`src/design/ipsm_pkg.sv`:
```
// Shared types and constants for the inactivity power state manager.
package ipsm_pkg;

  localparam int unsigned CntW   = 32;
  localparam int unsigned ElapsW = 16;
  localparam int unsigned LvlW   = 2;
  localparam int unsigned NumLvl = 4;
  localparam int unsigned AddrW  = 4;
  localparam int unsigned DataW  = 32;

  typedef enum logic [1:0] {
    OP_TICK  = 2'd0,
    OP_ACT   = 2'd1,
    OP_FORCE = 2'd2,
    OP_NONE  = 2'd3
  } ipsm_op_t;

  localparam logic [LvlW-1:0] LVL_ACTIVE = 2'd0;
  localparam logic [LvlW-1:0] LVL_IDLE   = 2'd1;
  localparam logic [LvlW-1:0] LVL_SLEEP  = 2'd2;
  localparam logic [LvlW-1:0] LVL_DEEP   = 2'd3;

  typedef enum logic [1:0] {
    REG_IDLE_THR  = 2'd0,
    REG_SLEEP_THR = 2'd1,
    REG_DEEP_THR  = 2'd2,
    REG_NONE      = 2'd3
  } ipsm_reg_t;

  localparam logic [CntW-1:0] IDLE_THR_RST  = 32'd5000;
  localparam logic [CntW-1:0] SLEEP_THR_RST = 32'd30000;
  localparam logic [CntW-1:0] DEEP_THR_RST  = 32'd300000;

  typedef struct packed {
    logic [CntW-1:0] idle_thr;
    logic [CntW-1:0] sleep_thr;
    logic [CntW-1:0] deep_thr;
  } ipsm_thr_t;

  typedef struct packed {
    logic [1:0]        opcode;
    logic [ElapsW-1:0] step_ms;
    logic [LvlW-1:0]   target_state;
  } ipsm_item_t;

  typedef struct packed {
    logic [LvlW-1:0]              level;
    logic [NumLvl-1:0][CntW-1:0]  totals;
    logic [CntW-1:0]              changes;
  } ipsm_res_t;

endpackage

```
`src/design/ipsm_cfg.sv`:
```
// Threshold register file behind the APB-style configuration port.
module ipsm_cfg (
  input  logic                      clk,
  input  logic                      rst_n,
  input  logic                      psel,
  input  logic                      penable,
  input  logic                      pwrite,
  input  logic [ipsm_pkg::AddrW-1:0] paddr,
  input  logic [ipsm_pkg::DataW-1:0] pwdata,
  output logic [ipsm_pkg::DataW-1:0] prdata,
  output logic                      pready,
  output ipsm_pkg::ipsm_thr_t       thr
);
  import ipsm_pkg::*;

  ipsm_thr_t thr_r, thr_nxt;
  ipsm_reg_t idx;
  logic      wr_en;

  assign idx    = ipsm_reg_t'(paddr[3:2]);
  assign wr_en  = psel & penable & pwrite;
  assign pready = 1'b1;
  assign thr    = thr_r;

  always_comb begin
    thr_nxt = thr_r;
    if (wr_en) begin
      unique case (idx)
        REG_IDLE_THR:  thr_nxt.idle_thr  = pwdata;
        REG_SLEEP_THR: thr_nxt.sleep_thr = pwdata;
        REG_DEEP_THR:  thr_nxt.deep_thr  = pwdata;
        REG_NONE:      thr_nxt = thr_r;
        default:       thr_nxt = thr_r;
      endcase
    end
  end

  always_comb begin
    unique case (idx)
      REG_IDLE_THR:  prdata = thr_r.idle_thr;
      REG_SLEEP_THR: prdata = thr_r.sleep_thr;
      REG_DEEP_THR:  prdata = thr_r.deep_thr;
      REG_NONE:      prdata = '0;
      default:       prdata = '0;
    endcase
  end

  always_ff @(posedge clk) begin
    if (!rst_n) begin
      thr_r.idle_thr  <= IDLE_THR_RST;
      thr_r.sleep_thr <= SLEEP_THR_RST;
      thr_r.deep_thr  <= DEEP_THR_RST;
    end else begin
      thr_r <= thr_nxt;
    end
  end

endmodule

```
`src/design/ipsm_core.sv`:
```
// Power level, inactivity time and counter state with its per-item update.
module ipsm_core (
  input  logic                 clk,
  input  logic                 rst_n,
  input  logic                 commit,
  input  ipsm_pkg::ipsm_item_t item,
  input  ipsm_pkg::ipsm_thr_t  thr,
  output ipsm_pkg::ipsm_res_t  res_nxt
);
  import ipsm_pkg::*;

  // Inactivity time is kept directly rather than as a clock and a stamp:
  // a tick advances it, an activity clears it.
  logic [LvlW-1:0]             level_r, level_nxt;
  logic [CntW-1:0]             quiet_r, quiet_nxt;
  logic [NumLvl-1:0][CntW-1:0] tot_r, tot_nxt;
  logic [CntW-1:0]             chg_r, chg_nxt;
  logic                        is_tick;

  always_comb begin
    level_nxt = level_r;
    quiet_nxt = quiet_r;
    is_tick   = 1'b0;
    unique case (ipsm_op_t'(item.opcode))
      OP_TICK: begin
        is_tick   = 1'b1;
        quiet_nxt = quiet_r + CntW'(item.step_ms);
        if (quiet_r > thr.deep_thr) begin
          level_nxt = LVL_DEEP;
        end else if (quiet_r > thr.sleep_thr) begin
          level_nxt = LVL_SLEEP;
        end else if (quiet_r > thr.idle_thr) begin
          level_nxt = LVL_IDLE;
        end else begin
          level_nxt = LVL_ACTIVE;
        end
      end
      OP_ACT: begin
        quiet_nxt = '0;
        level_nxt = LVL_ACTIVE;
      end
      OP_FORCE: level_nxt = item.target_state;
      OP_NONE:  level_nxt = level_r;
      default:  level_nxt = level_r;
    endcase
  end

  always_comb begin
    for (int i = 0; i < NumLvl; i++) begin
      if (is_tick && (level_nxt == LvlW'(i))) begin
        tot_nxt[i] = tot_r[i] + CntW'(item.step_ms);
      end else begin
        tot_nxt[i] = tot_r[i];
      end
    end
    chg_nxt = chg_r + CntW'(level_nxt != level_r);
  end

  assign res_nxt.level   = level_nxt;
  assign res_nxt.totals  = tot_nxt;
  assign res_nxt.changes = chg_nxt;

  always_ff @(posedge clk) begin
    if (!rst_n) begin
      level_r <= LVL_ACTIVE;
      quiet_r <= '0;
      tot_r   <= '0;
      chg_r   <= '0;
    end else if (commit) begin
      level_r <= level_nxt;
      quiet_r <= quiet_nxt;
      tot_r   <= tot_nxt;
      chg_r   <= chg_nxt;
    end
  end

endmodule

```
`src/design/inactivity_power_state_manager.sv`:
```
// Top level of the inactivity power state manager: handshakes, registers, core.
//
// Usage. Items enter on the in_ channel (valid/ready): a tick carries the
// milliseconds elapsed, an activity item marks the block busy, a force item
// sets a level directly, and the unused opcode changes nothing. Each item
// yields exactly one result on the out_ channel carrying the power level
// after the item, the four residency totals and the level-change count.
// The three inactivity thresholds are written through the APB-style port
// (idle at 0x0, sleep at 0x4, deep sleep at 0x8) and may be read back;
// pready is always high. Thresholds should only be changed while idle.
//
// The item is captured in an input register, then one pass of compares and
// adds in the core writes the result register, which drives out_valid and the
// result outputs. One item is taken every cycle while the receiver does not
// stall; the throughput is set by that single registered pass through the core.
// Synchronous reset puts the block in the active level with all counters
// at zero, the thresholds at 5000, 30000 and 300000 ms, and both stages
// empty. If the receiver stalls, the result is held and the input register
// still takes one more item; beyond that in_ready falls until out_ready.
module inactivity_power_state_manager (
  input  logic                          clk,
  input  logic                          rst_n,
  input  logic                          in_valid,
  output logic                          in_ready,
  input  logic [1:0]                    in_opcode,
  input  logic [ipsm_pkg::ElapsW-1:0]   in_step_ms,
  input  logic [ipsm_pkg::LvlW-1:0]     in_target_state,
  output logic                          out_valid,
  input  logic                          out_ready,
  output logic [ipsm_pkg::LvlW-1:0]     out_power_level,
  output logic [ipsm_pkg::CntW-1:0]     out_active_total,
  output logic [ipsm_pkg::CntW-1:0]     out_idle_total,
  output logic [ipsm_pkg::CntW-1:0]     out_sleep_total,
  output logic [ipsm_pkg::CntW-1:0]     out_deep_total,
  output logic [ipsm_pkg::CntW-1:0]     out_change_count,
  input  logic                          psel,
  input  logic                          penable,
  input  logic                          pwrite,
  input  logic [ipsm_pkg::AddrW-1:0]    paddr,
  input  logic [ipsm_pkg::DataW-1:0]    pwdata,
  output logic [ipsm_pkg::DataW-1:0]    prdata,
  output logic                          pready
);
  import ipsm_pkg::*;

  ipsm_thr_t  thr;
  ipsm_item_t item_r;
  ipsm_res_t  res_nxt, res_r;
  logic       item_vld_r, item_vld_nxt;
  logic       out_vld_r, out_vld_nxt;
  logic       out_free, advance, take;

  ipsm_cfg u_cfg (
    .clk     (clk),
    .rst_n   (rst_n),
    .psel    (psel),
    .penable (penable),
    .pwrite  (pwrite),
    .paddr   (paddr),
    .pwdata  (pwdata),
    .prdata  (prdata),
    .pready  (pready),
    .thr     (thr)
  );

  // The core state is committed in the same cycle the item moves into the
  // result register, so items are applied strictly in arrival order.
  ipsm_core u_core (
    .clk     (clk),
    .rst_n   (rst_n),
    .commit  (advance),
    .item    (item_r),
    .thr     (thr),
    .res_nxt (res_nxt)
  );

  assign out_free = !out_vld_r || out_ready;
  assign advance  = item_vld_r && out_free;
  assign in_ready = !item_vld_r || advance;
  assign take     = in_valid && in_ready;

  assign item_vld_nxt = take || (item_vld_r && !advance);
  assign out_vld_nxt  = advance || (out_vld_r && !out_ready);

  always_ff @(posedge clk) begin
    if (!rst_n) begin
      item_vld_r <= 1'b0;
      out_vld_r  <= 1'b0;
    end else begin
      item_vld_r <= item_vld_nxt;
      out_vld_r  <= out_vld_nxt;
    end
  end

  always_ff @(posedge clk) begin
    if (take) begin
      item_r.opcode       <= in_opcode;
      item_r.step_ms      <= in_step_ms;
      item_r.target_state <= in_target_state;
    end
    if (advance) begin
      res_r <= res_nxt;
    end
  end

  assign out_valid        = out_vld_r;
  assign out_power_level  = res_r.level;
  assign out_active_total = res_r.totals[LVL_ACTIVE];
  assign out_idle_total   = res_r.totals[LVL_IDLE];
  assign out_sleep_total  = res_r.totals[LVL_SLEEP];
  assign out_deep_total   = res_r.totals[LVL_DEEP];
  assign out_change_count = res_r.changes;

endmodule
```
`config.mk`:
```
export PLATFORM = sky130hd
export DESIGN_NAME = inactivity_power_state_manager
export DESIGN_NICKNAME = d
export VERILOG_FILES = /design/src/design/ipsm_pkg.sv /design/src/design/ipsm_cfg.sv /design/src/design/ipsm_core.sv /design/src/design/inactivity_power_state_manager.sv
export SDC_FILE = /design/constraint.sdc
export NUM_CORES = 1
export LEC_CHECK = 0
export BUFFER_PORTS_ARGS = -buffer_cell sky130_fd_sc_hd__buf_2
export CAP_MARGIN = 20
export CORE_MARGIN = 2
export CORE_UTILIZATION = 65
export DETAILED_ROUTE_END_ITERATION = 6
export GPL_TIMING_DRIVEN = 0
export PLACE_DENSITY = 0.91
export SETUP_SLACK_MARGIN = 0.02
export SYNTH_ARGS = -nofsm -noshare
export SYNTH_HDL_FRONTEND = slang
export SYNTH_SLANG_ARGS = --single-unit
```
`constraint.sdc`:
```
create_clock -name clk -period 17.4 [get_ports clk]
set_input_delay 3.48 -clock clk [delete_from_list [all_inputs] [get_ports clk]]
set_output_delay 3.48 -clock clk [all_outputs]
set_load 0.05 [all_outputs]
```
==> flow_summary.toml, run 1 <==
[yosys]
syn_area_per_cell_um2 = 9.13
syn_area_um2 = 26300
yosys_warnings = 0
yosysSeqAreaShare = 0.430
synth-edff-count = 182
synth_seq_cells = 474
synth.net_count = 3126
synth_top_flop_cell = "dfxtp_1"
async_reset_ff_frac = 0
syn_inst = 2880
synth_cell_types = 85

[worst_hold_path]
min_from = "u_cfg.thr[48]"
min_path_type = "flip-flop to flip-flop"
min_delay_path_depth = 2
hold_end = "u_cfg.thr[48]"

[cts]
cts.path.max_buffers = 3
cts.clk_slew.worst_paths_ps = 60
clock_latency_ps = 630
cts_hold_buffers = 0
cts_htree_levels = 2
clkSinkCount = 474
root_buffer = "clkbuf_16"
cts_setup_buffers = 0
cts_made_buffers = 49
cts-resized-gates = 0
tritoncts = "yes"

[floorplan]
die-width_um = 205
boundaryPins = 260
start_util = 0.660
die_height_um = 205
coreArea_um2 = 39800
fp.dieArea_um2 = 42100
std_cell_rows = 73

[grt]
antenna_found_initial = 1
grt_pass1_vias = 23400
grt_max_degree = 73
grt_usage = 0.393
grt_remaining_overflow = 0
grt_pass1_wl_mm = 128

[cells_and_area]
drive_gt1_frac = 0.132
finalNetCount = 3436
areaGrowthSynthToFinish_pct = 14.0
finalCoreUtilization = 0.753
nFillCells = 2838

[sta]
final.min_clock_period_ps = 9120
finalSetupTns_ps = 0
fin_crit_sh = 0.524
hold_slack_ps = 474
setup_viol = 0
tightest_slew_ps = 1160
max_freq_ghz = 0.110
fin_ws_ps = 8280
relSlewSlack = 0.225
final_max_slew_viol_count = 0
hold_viol_final = 0
finalClockSkew_ps = 28.2
rsz0062_at_grt = "false"

[setup_path]
cp_max_fo = 10
cp.required_ps = 13920
r2r_slack_ps = 11230
worstRegToRegCells = 19
cp-startpoint = "paddr[2]"
cp_data_arrival_time_ps = 5640
critPathCaptureType = "output pin"
rr_endpoint = "out_change_count[30]"
critical_path_class = "primary input to output pin"
worstReg2RegStart = "u_cfg.thr[31]"
worstSetupStartpointType = "primary input"

[run]
max-cap-violations = 0

[outcome]
outcome = "finished clean"

[power_and_ir_drop]
power.density_nw_per_um2 = 88.0
ir_drop_v = 0.0000798
p_leak_nw = 11.9

[routing]
drt_wl_total_mm = 83.5
post-route-drc-count = 0
ant_nets = 0
drtIter0Drc = 2640
vias = 24000
wl_per_cell_um = 22.2
first_pass_iters = 6
drt-vias-per-instance = 6.39

[placed_design]
globalplace.congestion = 0.998
dp_slack_ps = 8350
io_buffers = 255
dp_hpwl_mm = 61.2
[cells in the final DEF, fill, tap and decap left out, types with 26 or more instances in the layout]
cell type	instances
a21oi_1	235
buf_2	265
clkbuf_1	119
clkbuf_16	49
dfxtp_1	292
edfxtp_1	182
ha_1	178
inv_1	143
mux2_2	32
mux2i_1	71
nand2_1	426
nand2b_1	48
nand3_1	92
nand4_1	51
nor2_1	160
nor3_1	44
nor4_1	28
o211ai_1	35
o21a_1	26
o21ai_0	139
o31ai_1	34
or3_1	40
xnor2_1	101
xor2_1	82
[how the worst max path moves through the flow]
stage	slack, ps	end	depth (start not counted)
after CTS	8340	prdata[1]	6
final	8280	prdata[2]	6
after global placement	5490	u_core.tot_r[96]	7
after global routing	8210	prdata[2]	6
after floorplan	7990	u_core.tot_r[96]	6
after detailed placement	8350	prdata[1]	6
[cells in the mapped netlist (all sizes together), types with 32 or more instances]
library cell	count	share of area
xor2	82	0.027
nand4	52	0.013
o31ai	34	0.0097
ha	178	0.085
mux2	32	0.014
nand2	426	0.061
o21ai	143	0.027
o211ai	36	0.010
clkbuf	110	0.016
nor2	161	0.023
dfxtp	292	0.22
nand2b	48	0.011
nor3	47	0.0096
mux2i	71	0.027
a21oi	235	0.045
or3	40	0.0095
xnor2	101	0.034
nand3	92	0.018
inv	143	0.020
edfxtp	182	0.21
[kinds of logic after synthesis]
| kind of cell | share of synthesized area |
|---|---|
| other | 0.000143 |
| DFF | 0.430 |
| and+or+nand+nor | 0.185 |
| adders and majority gates | 0.0885 |
| AOI/OAI and AO/OA | 0.151 |
| buffers and inverters | 0.0432 |
| xor gates and xnor gates | 0.0610 |
| muxes | 0.0407 |
[metal layers]
layer / vias to the layer above / track usage / share of wire
li1: 10900 / - / -
met1: 11300 / 0.486 / 0.38
met2: 1440 / 0.630 / 0.46
met3: 352 / 0.0902 / 0.10
met4: 0 / 0.235 / 0.063
met5: - / 0 / 0
[report_power, final]
| part | switching [W] | internal (W) | total [W] |
|---|---|---|---|
| clock network | 0.000465 | 0.000646 | 0.00111 |
| logic | 0.000230 | 0.0000881 | 0.000319 |
| registers | 0.0000252 | 0.00118 | 0.00121 |
[metrics by stage]
stage,std cells,area [µm²],total power [W]
finish,3758,30000,0.00264
global route,3757,30000,0.00270
CTS,3756,30000,0.00263
detailed placement,3664,28300,0.00154
global placement,3660,28200,0.00153
floorplan,2880,26300,0.00145
[worst max-delay path, stage by stage]
cell,delay (ps)
buf_2,90
clkbuf_1,400
buf_1,760
mux2i_1,150
o21ai_0,400
buf_2,350
[layout make-up]
type / instances / area [µm²] / share of cell area
antenna: 2 / 5.00 / 0.000167
sequential: 474 / 11300 / 0.377
clock inverter: 28 / 344 / 0.0115
inverter: 145 / 544 / 0.0182
multi-input combinational: 2121 / 13800 / 0.462
tap: 525 / 657 / 0.0219
buffer: 140 / 594 / 0.0198
clock buffer: 64 / 1330 / 0.0445
timing repair buffer: 259 / 1340 / 0.0448
[state kept, by name (all words and copies together), names as in the netlist, 2 cells and up]
name	cells
item_r	20
out_active_total	32
out_change_count	32
out_deep_total	32
out_idle_total	32
out_power_level	2
out_sleep_total	32
u_cfg.thr	96
u_core.chg_r	32
u_core.level_r	2
u_core.quiet_r	32
u_core.tot_r	128
Note: power is estimated with default switching activity, not from simulation.
==> run 2, diff against run 1 <==
--- a/config.mk
+++ b/config.mk
@@ -8,10 +8,10 @@
 export BUFFER_PORTS_ARGS = -buffer_cell sky130_fd_sc_hd__buf_2
 export CAP_MARGIN = 20
 export CORE_MARGIN = 2
-export CORE_UTILIZATION = 65
+export CORE_UTILIZATION = 54
 export DETAILED_ROUTE_END_ITERATION = 6
 export GPL_TIMING_DRIVEN = 0
-export PLACE_DENSITY = 0.91
+export PLACE_DENSITY = 0.81
 export SETUP_SLACK_MARGIN = 0.02
 export SYNTH_ARGS = -nofsm -noshare
 export SYNTH_HDL_FRONTEND = slang
==> constraint.sdc (replaced) <==
create_clock -name clk -period 7.6 [get_ports clk]
set_input_delay 1.52 -clock clk [delete_from_list [all_inputs] [get_ports clk]]
set_output_delay 1.52 -clock clk [all_outputs]
set_load 0.05 [all_outputs]
==> run 2 against run 1 <==
  * Sequential power rose by 130%
  * Cell area rose by 0.51%
  * Non-clock buffer count rose by 1
  * Clock power rose by 130%
  * Sequential share of layout area fell by 0.19 points
  * Core utilization fell by 12 points
  * First-iteration DRC count fell by 11%
  * Via count fell by 3.1%
  * Die area rose by 20%
  * Combinational power rose by 130%
  * Final cell count rose by 2.5%
  * Largest power group unchanged
  * Highest routed layer is now met5
==> flow_summary.toml, run 2 (synthesized netlist as in run 1, its figures left out) <==
[power_and_ir_drop]
power_w = 0.00601
power_frac_comb = 0.121
power_switching_w = 0.00165
p_clk_frac = 0.419
ir_drop_v = 0.000161
netSwitchingFraction = 0.274
p_int_w = 0.00436
power.density_nw_per_um2 = 199
pwr-share-seq = 0.460
p_leak_nw = 11.9

[grt]
grt_remaining_overflow = 0
grt_pass1_vias = 21300
grt_pass1_wl_mm = 118
busiest_layer = "met2"
antenna_found_initial = 3
grt_max_degree = 76
use_met1 = 0.395
grtUsageMet2 = 0.481
grt_usage = 0.301
use_met3 = 0.0615

[placed_design]
place_area_um2 = 28400
globalplace.congestion = 0.978
dp_hpwl_mm = 56.9
io_buffers = 255

[cells_and_area]
finalCoreUtilization = 0.630
design_area_um2 = 30100
areaGrowthSynthToFinish_pct = 14.6
top_register = "u_core.tot_r"
finalNetCount = 3439
final_common_cell = "nand2_1"
ff_latch_area_um2 = 11300
mostFrequentLayoutCells = "426 x nand2_1, 292 x dfxtp_1, 266 x buf_2, 235 x a21oi_1, 182 x edfxtp_1"
multi_input_comb_area_um2 = 13800
nFillCells = 3990
largest_reg_flops = 128
drive_gt1_frac = 0.134

[setup_path]
cpMostUsedCell = "ha_1"
path_cells = "inv_1 > ha_1 > nand4_1 > or4_4 > nor3_2 > nand2_1 > nand2_1 > a2bb2oi_1 > xnor2_1 > a221o_1 > ha_1 > ha_1 > and3_1 > nand4_1 > nor4_1 > nand3_1 > nor3_1 > nand3_1 > xnor2_1"
worstSetupStartpointType = "flip-flop"
critPathCaptureType = "flip-flop"
worstRegToRegCells = 19
cp_data_arrival_time_ps = 6320
cp.required_ps = 7950
critical_path_class = "flip-flop to flip-flop"
cp_slowest_cell = "or4_4"
slowest_delay_ps = 630
cp_max_fo = 6

[cts]
cts_htree_levels = 2
cts_hold_buffers = 0
cts-resized-gates = 0
cts_setup_buffers = 0
clkSinkCount = 474
root_buffer = "clkbuf_16"
clock_latency_ps = 610
cts.path.max_buffers = 3
cts_made_buffers = 51
tritoncts = "yes"
cts.clk_slew.worst_paths_ps = 60

[routing]
first_pass_iters = 6
post-route-drc-count = 0
drt_wl_total_mm = 77.4
drt-vias-per-instance = 6.04
vias = 23300
wl_per_cell_um = 20.1
drtIter0Drc = 2342
ant_nets = 0

[sta]
rsz0062_at_grt = "false"
relSlewSlack = 0.240
finalClockSkew_ps = 35.0
tightest_slew_ps = 1110
fin_crit_sh = 0.786
finalSetupTns_ps = 0
final_max_slew_viol_count = 0
hold_slack_ps = 470
final.min_clock_period_ps = 5970
setup_viol = 0
hold_viol_final = 0
max_freq_ghz = 0.167

[floorplan]
coreArea_um2 = 47800
die-width_um = 225
start_util = 0.549
boundaryPins = 260
die_height_um = 225
std_cell_rows = 80
fp.dieArea_um2 = 50500

[worst_hold_path]
min_path_type = "flip-flop to flip-flop"
min_delay_path_depth = 2

[outcome]
outcome = "finished clean"

[run]
max-cap-violations = 0
==> run 2: layer usage <==
layer	part of all wire	wire length (µm)	vias to the layer above
li1	-	-	10900
met1	0.40	31300	11000
met2	0.45	35200	1099
met3	0.094	7250	225
met4	0.046	3590	4
met5	0.00027	21	-
==> run 2: path summary, 6_finish.rpt <==
path | from | to | slack [ps]
min reg2reg | u_core.tot_r[19] | u_core.tot_r[19] | 470
min | u_core.tot_r[19] | u_core.tot_r[19] | 470
max reg2reg | u_cfg.thr[31] | out_change_count[30] | 1630
max | u_cfg.thr[31] | out_change_count[30] | 1630
==> run 2: critical path, delay by kind of cell (launching register included) <==
kind	cells	cell delay [ps]
DFF	1	380
buffers and inverters	1	70
xor gates and xnor gates	2	310
and+or+nand+nor	11	3720
adders and majority gates	3	720
AOI/OAI and AO/OA	2	500
==> run 2: layout make-up <==
cell class                 count  share of cell area
multi-input combinational   2121               0.459
sequential                   474               0.375
timing repair buffer         260              0.0455
clock buffer                  64              0.0450
tap                          615              0.0255
buffer                       140              0.0197
inverter                     145              0.0181
clock inverter                32              0.0112
antenna                        2            0.000166
==> run 2: per-stage QoR <==
step,cells,setup WS (ps)
2_1_floorplan,2880,152
4_1_cts,3850,1750
5_1_grt,3851,1310
3_3_place_gp,3750,-3150
6_report,3853,1630
3_5_place_dp,3754,1800
==> run 2: power by group through the flow <==
stage / Sequential (W) / Clock (W) / Combinational [W]
floorplan: 0.00296 / 0 / 0.000352
global placement: 0.00283 / 0 / 0.000695
detailed placement: 0.00282 / 0 / 0.000709
CTS: 0.00276 / 0.00254 / 0.000713
global route: 0.00277 / 0.00265 / 0.000772
finish: 0.00277 / 0.00252 / 0.000726
